[src/hw/rtl/pngc_pkg.sv]
// Shared types, codes and helpers for the PNG chunk stream checker.
// Self-contained; imported by every module of the block.
`timescale 1ns / 1ps

package pngc_pkg;

  typedef enum logic [1:0] {
    KIND_DATA   = 2'd0,
    KIND_HEADER = 2'd1,
    KIND_ACCEPT = 2'd2,
    KIND_ERROR  = 2'd3
  } pngc_kind_e;

  typedef enum logic [3:0] {
    ERR_SIGNATURE  = 4'd0,
    ERR_LENGTH     = 4'd1,
    ERR_CRC        = 4'd2,
    ERR_IHDR       = 4'd3,
    ERR_NO_IHDR    = 4'd4,
    ERR_EMPTY_IDAT = 4'd5,
    ERR_IEND       = 4'd6,
    ERR_TRUNCATED  = 4'd7,
    ERR_NO_DATA    = 4'd8
  } pngc_err_e;

  localparam logic [31:0] CRC_POLY   = 32'hEDB88320;
  localparam logic [31:0] CRC_PRESET = 32'hFFFFFFFF;
  localparam logic [31:0] TYPE_IHDR  = 32'h49484452;
  localparam logic [31:0] TYPE_IDAT  = 32'h49444154;
  localparam logic [31:0] TYPE_IEND  = 32'h49454E44;
  localparam logic [30:0] IHDR_LEN   = 31'd13;

  typedef struct packed {
    logic [7:0] file_byte;
    logic       end_of_file;
  } pngc_in_t;

  typedef struct packed {
    pngc_kind_e  kind;
    logic [7:0]  data_byte;
    logic [31:0] image_width;
    logic [31:0] image_height;
    logic [7:0]  sample_depth;
    logic [2:0]  color_type;
    pngc_err_e   error_code;
  } pngc_out_t;

  // parser result request towards the output stage
  typedef struct packed {
    logic      valid;
    pngc_out_t item;
  } pngc_res_t;

  // reflected CRC-32, one byte
  function automatic logic [31:0] crc_byte(input logic [31:0] crc, input logic [7:0] b);
    logic [31:0] c;
    c = crc ^ {24'd0, b};
    for (int i = 0; i < 8; i++) begin
      c = c[0] ? ((c >> 1) ^ CRC_POLY) : (c >> 1);
    end
    return c;
  endfunction

  function automatic logic [7:0] sig_byte(input logic [2:0] idx);
    logic [7:0] v;
    unique case (idx)
      3'd0: v = 8'd137;
      3'd1: v = 8'd80;
      3'd2: v = 8'd78;
      3'd3: v = 8'd71;
      3'd4: v = 8'd13;
      3'd5: v = 8'd10;
      3'd6: v = 8'd26;
      3'd7: v = 8'd10;
    endcase
    return v;
  endfunction

  function automatic logic color_ok(input logic [7:0] c);
    return (c == 8'd0) || (c == 8'd2) || (c == 8'd3) || (c == 8'd4) || (c == 8'd6);
  endfunction

endpackage

[src/hw/rtl/png_chunk_stream_checker_core.sv]
// PNG chunk stream checker: signature, chunk framing, CRC-32 and IHDR/IDAT/IEND rules.
// Instantiates pngc_parser and pngc_out_stage; depends on pngc_pkg.
//
// Input channel: one file byte per request (in_data_i.file_byte), with
// end_of_file marking the last byte. Output channel: at most one result per
// input byte: an IDAT payload byte, the parsed header, file accepted, or an
// error with its code.
// Each byte is processed in the cycle it is accepted; its result is registered
// and shows on out_valid_o in the next cycle. One byte is taken per cycle, unless
// a result is stalled, limited by the byte-wide CRC update and the 31-bit chunk
// counter compare. After an error or acceptance the block keeps taking bytes but
// drops them and gives no further result until reset.
// Reset (rst_ni low, asynchronous) returns the parser to the signature phase
// and empties the output register; no clearing time is needed.
// When the receiver stalls with a result pending, in_stall_o rises in the
// same cycle; a result leaving while a new byte enters is handled without a
// bubble.
`timescale 1ns / 1ps

module png_chunk_stream_checker_core (
  input  logic                clk_i,
  input  logic                rst_ni,
  input  logic                in_valid_i,
  output logic                in_stall_o,
  input  pngc_pkg::pngc_in_t  in_data_i,
  output logic                out_valid_o,
  input  logic                out_stall_i,
  output pngc_pkg::pngc_out_t out_data_o
);
  import pngc_pkg::*;

  logic      fire;
  logic      full_stall;
  pngc_res_t res;

  assign in_stall_o = full_stall;
  assign fire       = in_valid_i && !full_stall;

  pngc_parser u_parser (
    .clk_i  (clk_i),
    .rst_ni (rst_ni),
    .fire_i (fire),
    .in_i   (in_data_i),
    .res_o  (res)
  );

  pngc_out_stage u_out (
    .clk_i        (clk_i),
    .rst_ni       (rst_ni),
    .load_i       (fire),
    .res_i        (res),
    .out_stall_i  (out_stall_i),
    .out_valid_o  (out_valid_o),
    .out_data_o   (out_data_o),
    .full_stall_o (full_stall)
  );

  // input is only held back by a pending, stalled result
  a_stall_cause: assert property (@(posedge clk_i) disable iff (!rst_ni)
    in_stall_o |-> (out_valid_o && out_stall_i))
    else $error("input stalled without a pending result");

  a_header_dims: assert property (@(posedge clk_i) disable iff (!rst_ni)
    (out_valid_o && out_data_o.kind == KIND_HEADER)
      |-> (out_data_o.image_width != '0 && out_data_o.image_height != '0))
    else $error("header result with zero dimension");

  a_err_range: assert property (@(posedge clk_i) disable iff (!rst_ni)
    (out_valid_o && out_data_o.kind == KIND_ERROR) |-> (out_data_o.error_code <= ERR_NO_DATA))
    else $error("error code out of range");

  // a byte accepted into a free slot with a result must show it next cycle
  a_result_loaded: assert property (@(posedge clk_i) disable iff (!rst_ni)
    (fire && res.valid) |=> out_valid_o)
    else $error("result lost at output register");

endmodule

[src/hw/rtl/pngc_parser.sv]
// Chunk parser: phase register, counters, CRC and IHDR capture, one byte per cycle while fire_i is set.
// Depends on pngc_pkg.
`timescale 1ns / 1ps

module pngc_parser (
  input  logic               clk_i,
  input  logic               rst_ni,
  input  logic               fire_i,
  input  pngc_pkg::pngc_in_t in_i,
  output pngc_pkg::pngc_res_t res_o
);
  import pngc_pkg::*;

  localparam logic [2:0] PH_SIG  = 3'd0;
  localparam logic [2:0] PH_LEN  = 3'd1;
  localparam logic [2:0] PH_TYPE = 3'd2;
  localparam logic [2:0] PH_DATA = 3'd3;
  localparam logic [2:0] PH_CRC  = 3'd4;

  logic [2:0]  phase_q, phase_d;
  logic [30:0] count_q, count_d;
  logic [30:0] len_q, len_d;
  logic [31:0] type_q, type_d;
  logic [31:0] crc_q, crc_d;
  logic [31:0] stored_q, stored_d;
  logic        hdr_seen_q, hdr_seen_d;
  logic        pay_seen_q, pay_seen_d;
  logic [31:0] width_q, width_d;
  logic [31:0] height_q, height_d;
  logic [7:0]  depth_q, depth_d;
  logic [7:0]  color_q, color_d;
  logic        halted_q;

  logic [7:0]  b;
  logic        eof;
  logic [30:0] count_inc;
  logic        err_v;
  pngc_err_e   err_c;
  logic        accept, hdr, data;

  assign b         = in_i.file_byte;
  assign eof       = in_i.end_of_file;
  assign count_inc = count_q + 31'd1;

  always_comb begin
    phase_d    = phase_q;
    count_d    = count_q;
    len_d      = len_q;
    type_d     = type_q;
    crc_d      = crc_q;
    stored_d   = stored_q;
    hdr_seen_d = hdr_seen_q;
    pay_seen_d = pay_seen_q;
    width_d    = width_q;
    height_d   = height_q;
    depth_d    = depth_q;
    color_d    = color_q;
    err_v      = 1'b0;
    err_c      = ERR_SIGNATURE;
    accept     = 1'b0;
    hdr        = 1'b0;
    data       = 1'b0;

    unique case (phase_q)
      PH_SIG: begin
        if (b != sig_byte(count_q[2:0])) begin
          err_v = 1'b1;
          err_c = ERR_SIGNATURE;
        end else if (count_q[2:0] == 3'd7) begin
          phase_d = PH_LEN;
          count_d = '0;
        end else begin
          count_d = count_inc;
        end
      end
      PH_LEN: begin
        if (count_q == '0 && b[7]) begin
          err_v = 1'b1;
          err_c = ERR_LENGTH;
        end else begin
          len_d = {len_q[22:0], b};
          if (count_q[1:0] == 2'd3) begin
            phase_d = PH_TYPE;
            count_d = '0;
            type_d  = '0;
            crc_d   = CRC_PRESET;
          end else begin
            count_d = count_inc;
          end
        end
      end
      PH_TYPE: begin
        type_d = {type_q[23:0], b};
        crc_d  = crc_byte(crc_q, b);
        if (count_q[1:0] == 2'd3) begin
          count_d  = '0;
          stored_d = '0;
          phase_d  = (len_q != '0) ? PH_DATA : PH_CRC;
        end else begin
          count_d = count_inc;
        end
      end
      PH_DATA: begin
        crc_d = crc_byte(crc_q, b);
        if (type_q == TYPE_IHDR) begin
          if (count_q < 31'd4) width_d = {width_q[23:0], b};
          else if (count_q < 31'd8) height_d = {height_q[23:0], b};
          else if (count_q == 31'd8) depth_d = b;
          else if (count_q == 31'd9) color_d = b;
        end else if (type_q == TYPE_IDAT && hdr_seen_q) begin
          data = 1'b1;
        end
        if (count_inc == len_q) begin
          phase_d = PH_CRC;
          count_d = '0;
        end else begin
          count_d = count_inc;
        end
      end
      PH_CRC: begin
        stored_d = {stored_q[23:0], b};
        if (count_q[1:0] == 2'd3) begin
          phase_d = PH_LEN;
          count_d = '0;
          len_d   = '0;
          // checks in fixed order at the last CRC byte
          if (~crc_q != stored_d) begin
            err_v = 1'b1;
            err_c = ERR_CRC;
          end else if (type_q == TYPE_IHDR) begin
            if (len_q != IHDR_LEN || hdr_seen_q || width_q == '0 || height_q == '0
                || !color_ok(color_q)) begin
              err_v = 1'b1;
              err_c = ERR_IHDR;
            end else begin
              hdr_seen_d = 1'b1;
              hdr        = 1'b1;
            end
          end else if (!hdr_seen_q) begin
            err_v = 1'b1;
            err_c = ERR_NO_IHDR;
          end else if (type_q == TYPE_IDAT) begin
            if (len_q == '0) begin
              err_v = 1'b1;
              err_c = ERR_EMPTY_IDAT;
            end else begin
              pay_seen_d = 1'b1;
            end
          end else if (type_q == TYPE_IEND) begin
            if (len_q != '0 || !eof) begin
              err_v = 1'b1;
              err_c = ERR_IEND;
            end else if (!pay_seen_q) begin
              err_v = 1'b1;
              err_c = ERR_NO_DATA;
            end else begin
              accept = 1'b1;
            end
          end
        end else begin
          count_d = count_inc;
        end
      end
      default: begin
        phase_d = PH_SIG;
      end
    endcase

    if (!err_v && !accept && eof) begin
      err_v = 1'b1;
      err_c = ERR_TRUNCATED;
    end
  end

  // result request, priority: error, accept, header, data
  always_comb begin
    res_o       = '0;
    res_o.valid = !halted_q && (err_v || accept || hdr || data);
    if (err_v) begin
      res_o.item.kind       = KIND_ERROR;
      res_o.item.error_code = err_c;
    end else if (accept) begin
      res_o.item.kind = KIND_ACCEPT;
    end else if (hdr) begin
      res_o.item.kind         = KIND_HEADER;
      res_o.item.image_width  = width_q;
      res_o.item.image_height = height_q;
      res_o.item.sample_depth = depth_q;
      res_o.item.color_type   = color_q[2:0];
    end else begin
      res_o.item.kind      = KIND_DATA;
      res_o.item.data_byte = b;
    end
  end

  always_ff @(posedge clk_i or negedge rst_ni) begin
    if (!rst_ni) begin
      phase_q    <= PH_SIG;
      count_q    <= '0;
      len_q      <= '0;
      type_q     <= '0;
      crc_q      <= CRC_PRESET;
      stored_q   <= '0;
      hdr_seen_q <= 1'b0;
      pay_seen_q <= 1'b0;
      width_q    <= '0;
      height_q   <= '0;
      depth_q    <= '0;
      color_q    <= '0;
      halted_q   <= 1'b0;
    end else if (fire_i && !halted_q) begin
      phase_q    <= phase_d;
      count_q    <= count_d;
      len_q      <= len_d;
      type_q     <= type_d;
      crc_q      <= crc_d;
      stored_q   <= stored_d;
      hdr_seen_q <= hdr_seen_d;
      pay_seen_q <= pay_seen_d;
      width_q    <= width_d;
      height_q   <= height_d;
      depth_q    <= depth_d;
      color_q    <= color_d;
      halted_q   <= err_v || accept;
    end
  end

endmodule

[src/hw/rtl/pngc_out_stage.sv]
// Output register: holds one result while the receiver stalls.
// Depends on pngc_pkg.
`timescale 1ns / 1ps

module pngc_out_stage (
  input  logic                clk_i,
  input  logic                rst_ni,
  input  logic                load_i,
  input  pngc_pkg::pngc_res_t res_i,
  input  logic                out_stall_i,
  output logic                out_valid_o,
  output pngc_pkg::pngc_out_t out_data_o,
  output logic                full_stall_o
);
  import pngc_pkg::*;

  logic      valid_q;
  pngc_out_t item_q;

  // input side may load whenever the slot is empty or draining this cycle
  assign full_stall_o = valid_q && out_stall_i;

  always_ff @(posedge clk_i or negedge rst_ni) begin
    if (!rst_ni) begin
      valid_q <= 1'b0;
    end else if (load_i) begin
      valid_q <= res_i.valid;
    end else if (!out_stall_i) begin
      valid_q <= 1'b0;
    end
  end

  always_ff @(posedge clk_i) begin
    if (load_i && res_i.valid) begin
      item_q <= res_i.item;
    end
  end

  assign out_valid_o = valid_q;
  assign out_data_o  = item_q;

endmodule
[config.mk]
export PLATFORM = sky130hd
export DESIGN_NAME = png_chunk_stream_checker_core
export DESIGN_NICKNAME = d
export VERILOG_FILES = /design/src/hw/rtl/pngc_pkg.sv /design/src/hw/rtl/png_chunk_stream_checker_core.sv /design/src/hw/rtl/pngc_parser.sv /design/src/hw/rtl/pngc_out_stage.sv
export SDC_FILE = /design/constraint.sdc
export NUM_CORES = 1
export LEC_CHECK = 0
export BUFFER_PORTS_ARGS = -buffer_cell sky130_fd_sc_hd__buf_2
export CORE_MARGIN = 3
export CORE_UTILIZATION = 60
export CTS_CLUSTER_DIAMETER = 120
export CTS_CLUSTER_SIZE = 16
export DETAILED_ROUTE_END_ITERATION = 8
export PLACE_DENSITY = 0.88
export SLEW_MARGIN = 20
export SYNTH_ARGS = -nofsm -noshare
export SYNTH_HDL_FRONTEND = slang
export SYNTH_SLANG_ARGS = --single-unit
export TNS_END_PERCENT = 1
[constraint.sdc]
create_clock -name clk_i -period 9.64 [get_ports clk_i]
set_input_delay 1.446 -clock clk_i [delete_from_list [all_inputs] [get_ports clk_i]]
set_output_delay 1.446 -clock clk_i [all_outputs]
set_load 0.005 [all_outputs]
==> impl_metrics.py <==
metrics = {
    "timing": {
        "hold_viol": 0,
        "relSlewSlack": 0.246,
        "maxSlewViolCount": 0,
        "fin_skew_ns": 0.0325,
        "max_freq_ghz": 0.204,
        "finalCritPeriodShare": 0.508,
        "rsz0062_at_grt": "no",
        "worst_pin_slew_ns": 1.13,
        "setup_viol": 0,
        "tns_ns": 0,
        "period_minus_slack_ns": 4.90,
        "setup_slack_ns": 4.74,
    },
    "synthesis": {
        "synth_compound_area_frac": 0.0827,
        "yosysWarnings": 0,
        "synthMuxAreaShare": 0.0578,
        "synth_edf_count": 89,
        "yosys.area_share.adder": 0.00699,
        "synth.net_count": 1562,
        "synthCells": 1540,
        "synth-seq-area-share": 0.536,
        "synthArstFlopShare": 0.727,
        "yosysUniqueCellTypes": 76,
        "synth-simple-area-share": 0.207,
        "ys_ff_latch": 326,
        "synth_area_um2": 16100,
        "synth_ff_type": "dfrtp_1",
        "synth_top_family_by_area": "simple AND/OR/NAND/NOR gates",
        "synth_xor_area_frac": 0.0781,
        "syn_area_per_cell_um2": 10.5,
    },
    "cells_and_area": {
        "n_antenna_cell": 0,
        "fill_cells": 1878,
        "multi_input_area_um2": 7010,
        "drive_gt1_frac": 0.185,
        "final_nets": 1608,
        "seqCellArea_um2": 8640,
        "area_growth_pct": 8.37,
    },
    "die": {
        "core_area_um2": 26200,
        "boundaryPins": 104,
        "die-area_um2": 28900,
        "die_h_um": 170,
        "die_x_um": 170,
        "rows": 59,
        "initial_core_util": 0.615,
    },
    "drt": {
        "avgRoutedWirePerCell_um": 18.9,
        "num_vias": 11800,
        "drt-total-wl_mm": 36.7,
        "antenna_left": 0,
        "drc_errors": 0,
        "via_per_inst": 6.10,
        "drt_iter0_markers": 1299,
        "drt_first_pass_iters": 6,
    },
    "grt": {
        "grt_max_degree": 91,
        "grt-ovfl-total": 0,
        "grt_pass1_vias": 11800,
        "antenna_found_initial": 0,
        "grt_pass1_wl_mm": 60.3,
        "grt_usage": 0.256,
    },
    "clocking": {
        "cts.repair.resized": 0,
        "cts_buffers": 24,
        "cts_root_buf": "clkbuf_16",
        "clk_pin_slew_ns": 0.07,
        "cts_num_sinks": 326,
        "ctsHoldBuffers": 0,
        "htreeDepth": 1,
        "cts_setup_buffers": 0,
        "cts_tree": "yes",
        "clk_latency_ns": 0.54,
        "cts_buffer_depth": 3,
    },
    "worst_setup_path": {
        "required_ns": 10.06,
        "reg2reg_slack_ns": 4.77,
        "start_kind": "input pin",
        "arrival_ns": 5.32,
        "crit_type": "input pin to flip-flop",
        "critPathCaptureType": "flip-flop",
        "path_max_fanout": 90,
    },
    "pwr": {
        "power.density_nw_per_um2": 216,
        "peakVddDrop_v": 0.000170,
        "power.leakage_nw": 7.45,
    },
    "run_status": {
        "outcome": "finished clean",
    },
    "place": {
        "io_buffers": 103,
        "place_congestion": 0.962,
        "place_ws_ns": 4.25,
        "dp_hpwl_mm": 24.9,
    },
    "flow_run": {
        "cap_violations": 0,
    },
    "hold_path": {
        "hp-class": "flip-flop to flip-flop",
    },
}
## final timing paths
kind                                            startpoint                          endpoint  cells past startpoint
min in group asynchronous                           rst_ni  u_parser.width_q[27]$_DFFE_PN0P_                      1
max in group asynchronous                           rst_ni   u_parser.count_q[3]$_DFFE_PN0P_                      2
setup / recovery                              in_data_i[3]     u_out.out_valid_o$_DFFE_PN0P_                     12
setup reg to reg           u_parser.count_q[0]$_DFFE_PN0P_  u_parser.count_q[22]$_DFFE_PN0P_                     10
hold reg to reg              u_parser.crc_q[6]$_DFFE_PN1P_     u_parser.crc_q[6]$_DFFE_PN1P_                      2
hold / removal               u_parser.crc_q[6]$_DFFE_PN1P_     u_parser.crc_q[6]$_DFFE_PN1P_                      2
## layer usage
metal  track usage  wire (um)  part of all wire  up-vias
met1         0.358      15900              0.43     5813
met3        0.0337       2360             0.064       84
met2         0.417      17400              0.47      443
met4        0.0864       1080             0.029        0
met5             0          0                 0        -
li1              -          -                 -     5493
## synth_stat cells, types with 8 or more instances
cell,n,share of area
or3_1,19,0.0074
dfrtp_1,205,0.32
nor3_1,18,0.0056
xnor2_1,93,0.051
o21ai_0,117,0.036
nand3_1,58,0.018
xor2_1,47,0.026
nand4_1,29,0.011
edfxtp_1,89,0.17
or4_1,9,0.0042
ha_1,9,0.0070
nor4b_1,9,0.0049
nor2_1,62,0.014
and3_1,8,0.0031
nand2_1,246,0.057
nor4_1,40,0.016
and2_1,87,0.034
and4_1,8,0.0043
mux2_2,80,0.056
inv_1,19,0.0044
nand2b_1,11,0.0043
a21oi_1,23,0.0071
o31ai_1,11,0.0051
dfstp_2,32,0.052
clkbuf_1,67,0.016
a21oi_2,11,0.0060
o211ai_1,13,0.0061
buf_2,12,0.0037
## cells in the final DEF, fill, tap and decap left out, types with 4 or more instances in the layout
cell       netlist  routed
and3_1           8       8
nand2_1        246     246
nand4_1         29      29
o31ai_1         11      11
ha_1             9       9
xor2_1          47      47
and4_1           8       8
inv_1           19      19
or4_1            9       9
nor2b_1          7       6
nand3_1         58      58
a21oi_1         23      21
o21ai_1          4       4
buf_2           12     102
o211ai_1        13      13
nand2b_1        11      10
clkbuf_16        0      24
nor4_1          40      40
nor4b_1          9       9
nor3_2           3       6
a21oi_2         11      12
a21o_1           7       7
clkbuf_1        67      18
edfxtp_1        89      89
o21ai_0        117     117
or2_2            5       5
dfrtp_1        205     205
and2_1          87      87
mux2_2          80      80
nor4_2           5       5
buf_4            7      13
dfstp_2         32      32
nor3_1          18      15
a211oi_1         4       4
or3_1           19      19
xnor2_1         93      93
nor2_1          62      62
## flip-flops by register name, summed over array words and instances, names as in the netlist
register	count
u_out.out_data_o	89
u_parser.crc_q	32
u_parser.height_q	32
u_parser.type_q	32
u_parser.width_q	32
u_parser.count_q	31
u_parser.len_q	31
u_parser.stored_q	24
u_parser.color_q	8
u_parser.depth_q	8
u_parser.phase_q	3
u_out.out_valid_o	1
u_parser.halted_q	1
u_parser.hdr_seen_q	1
u_parser.pay_seen_q	1
## cell families (layout without fill, tap and decap cells)
kind of cell	after synthesis	after routing
AND/OR/NAND/NOR	645	645
flip-flops	326	326
AO/OA/AOI/OAI	220	220
XOR/XNOR	142	142
buffers and inverters	115	179
multiplexers	83	83
adder cells (fa/ha/maj)	9	9
## worst max-delay path: stages
cell and delay [ns]:
buf_2 0.30, xor2_1 0.66, ha_1 0.27, nand4_1 0.08
nor4_1 0.27, nand4_1 0.13, nor4_2 0.54, a21oi_1 0.20
nor3_2 0.49, a21oi_4 0.09, buf_4 0.47, or2_1 0.35
## through the flow
step / util / total power, mW / cells / hold WS [ns] / instance area, um2
5_1_grt: 0.666 / 4.01 / 1939 / 0.514 / 17500
3_5_place_dp: 0.640 / 2.85 / 1895 / 0.468 / 16800
2_1_floorplan: - / 2.61 / 1540 / 0.430 / 16100
4_1_cts: 0.666 / 3.79 / 1939 / 0.486 / 17500
3_3_place_gp: 0.640 / 2.81 / 1895 / 0.440 / 16800
6_report: 0.666 / 3.78 / 1939 / 0.490 / 17500
## power by group
group          total [mW]  internal [mW]  leakage, nW  switching [mW]
logic                1.13          0.505         3.16           0.627
clock network       0.941          0.474        0.330           0.467
registers            1.70           1.57         3.96           0.133
## cell type report
type	instances	area share
sequential	326	0.495
tap	335	0.0240
timing repair buffer	116	0.0357
clock inverter	2	0.00158
inverter	19	0.00408
multi-input combinational	1099	0.401
clock buffer	42	0.0383
Power figures use the tool's default switching activity.
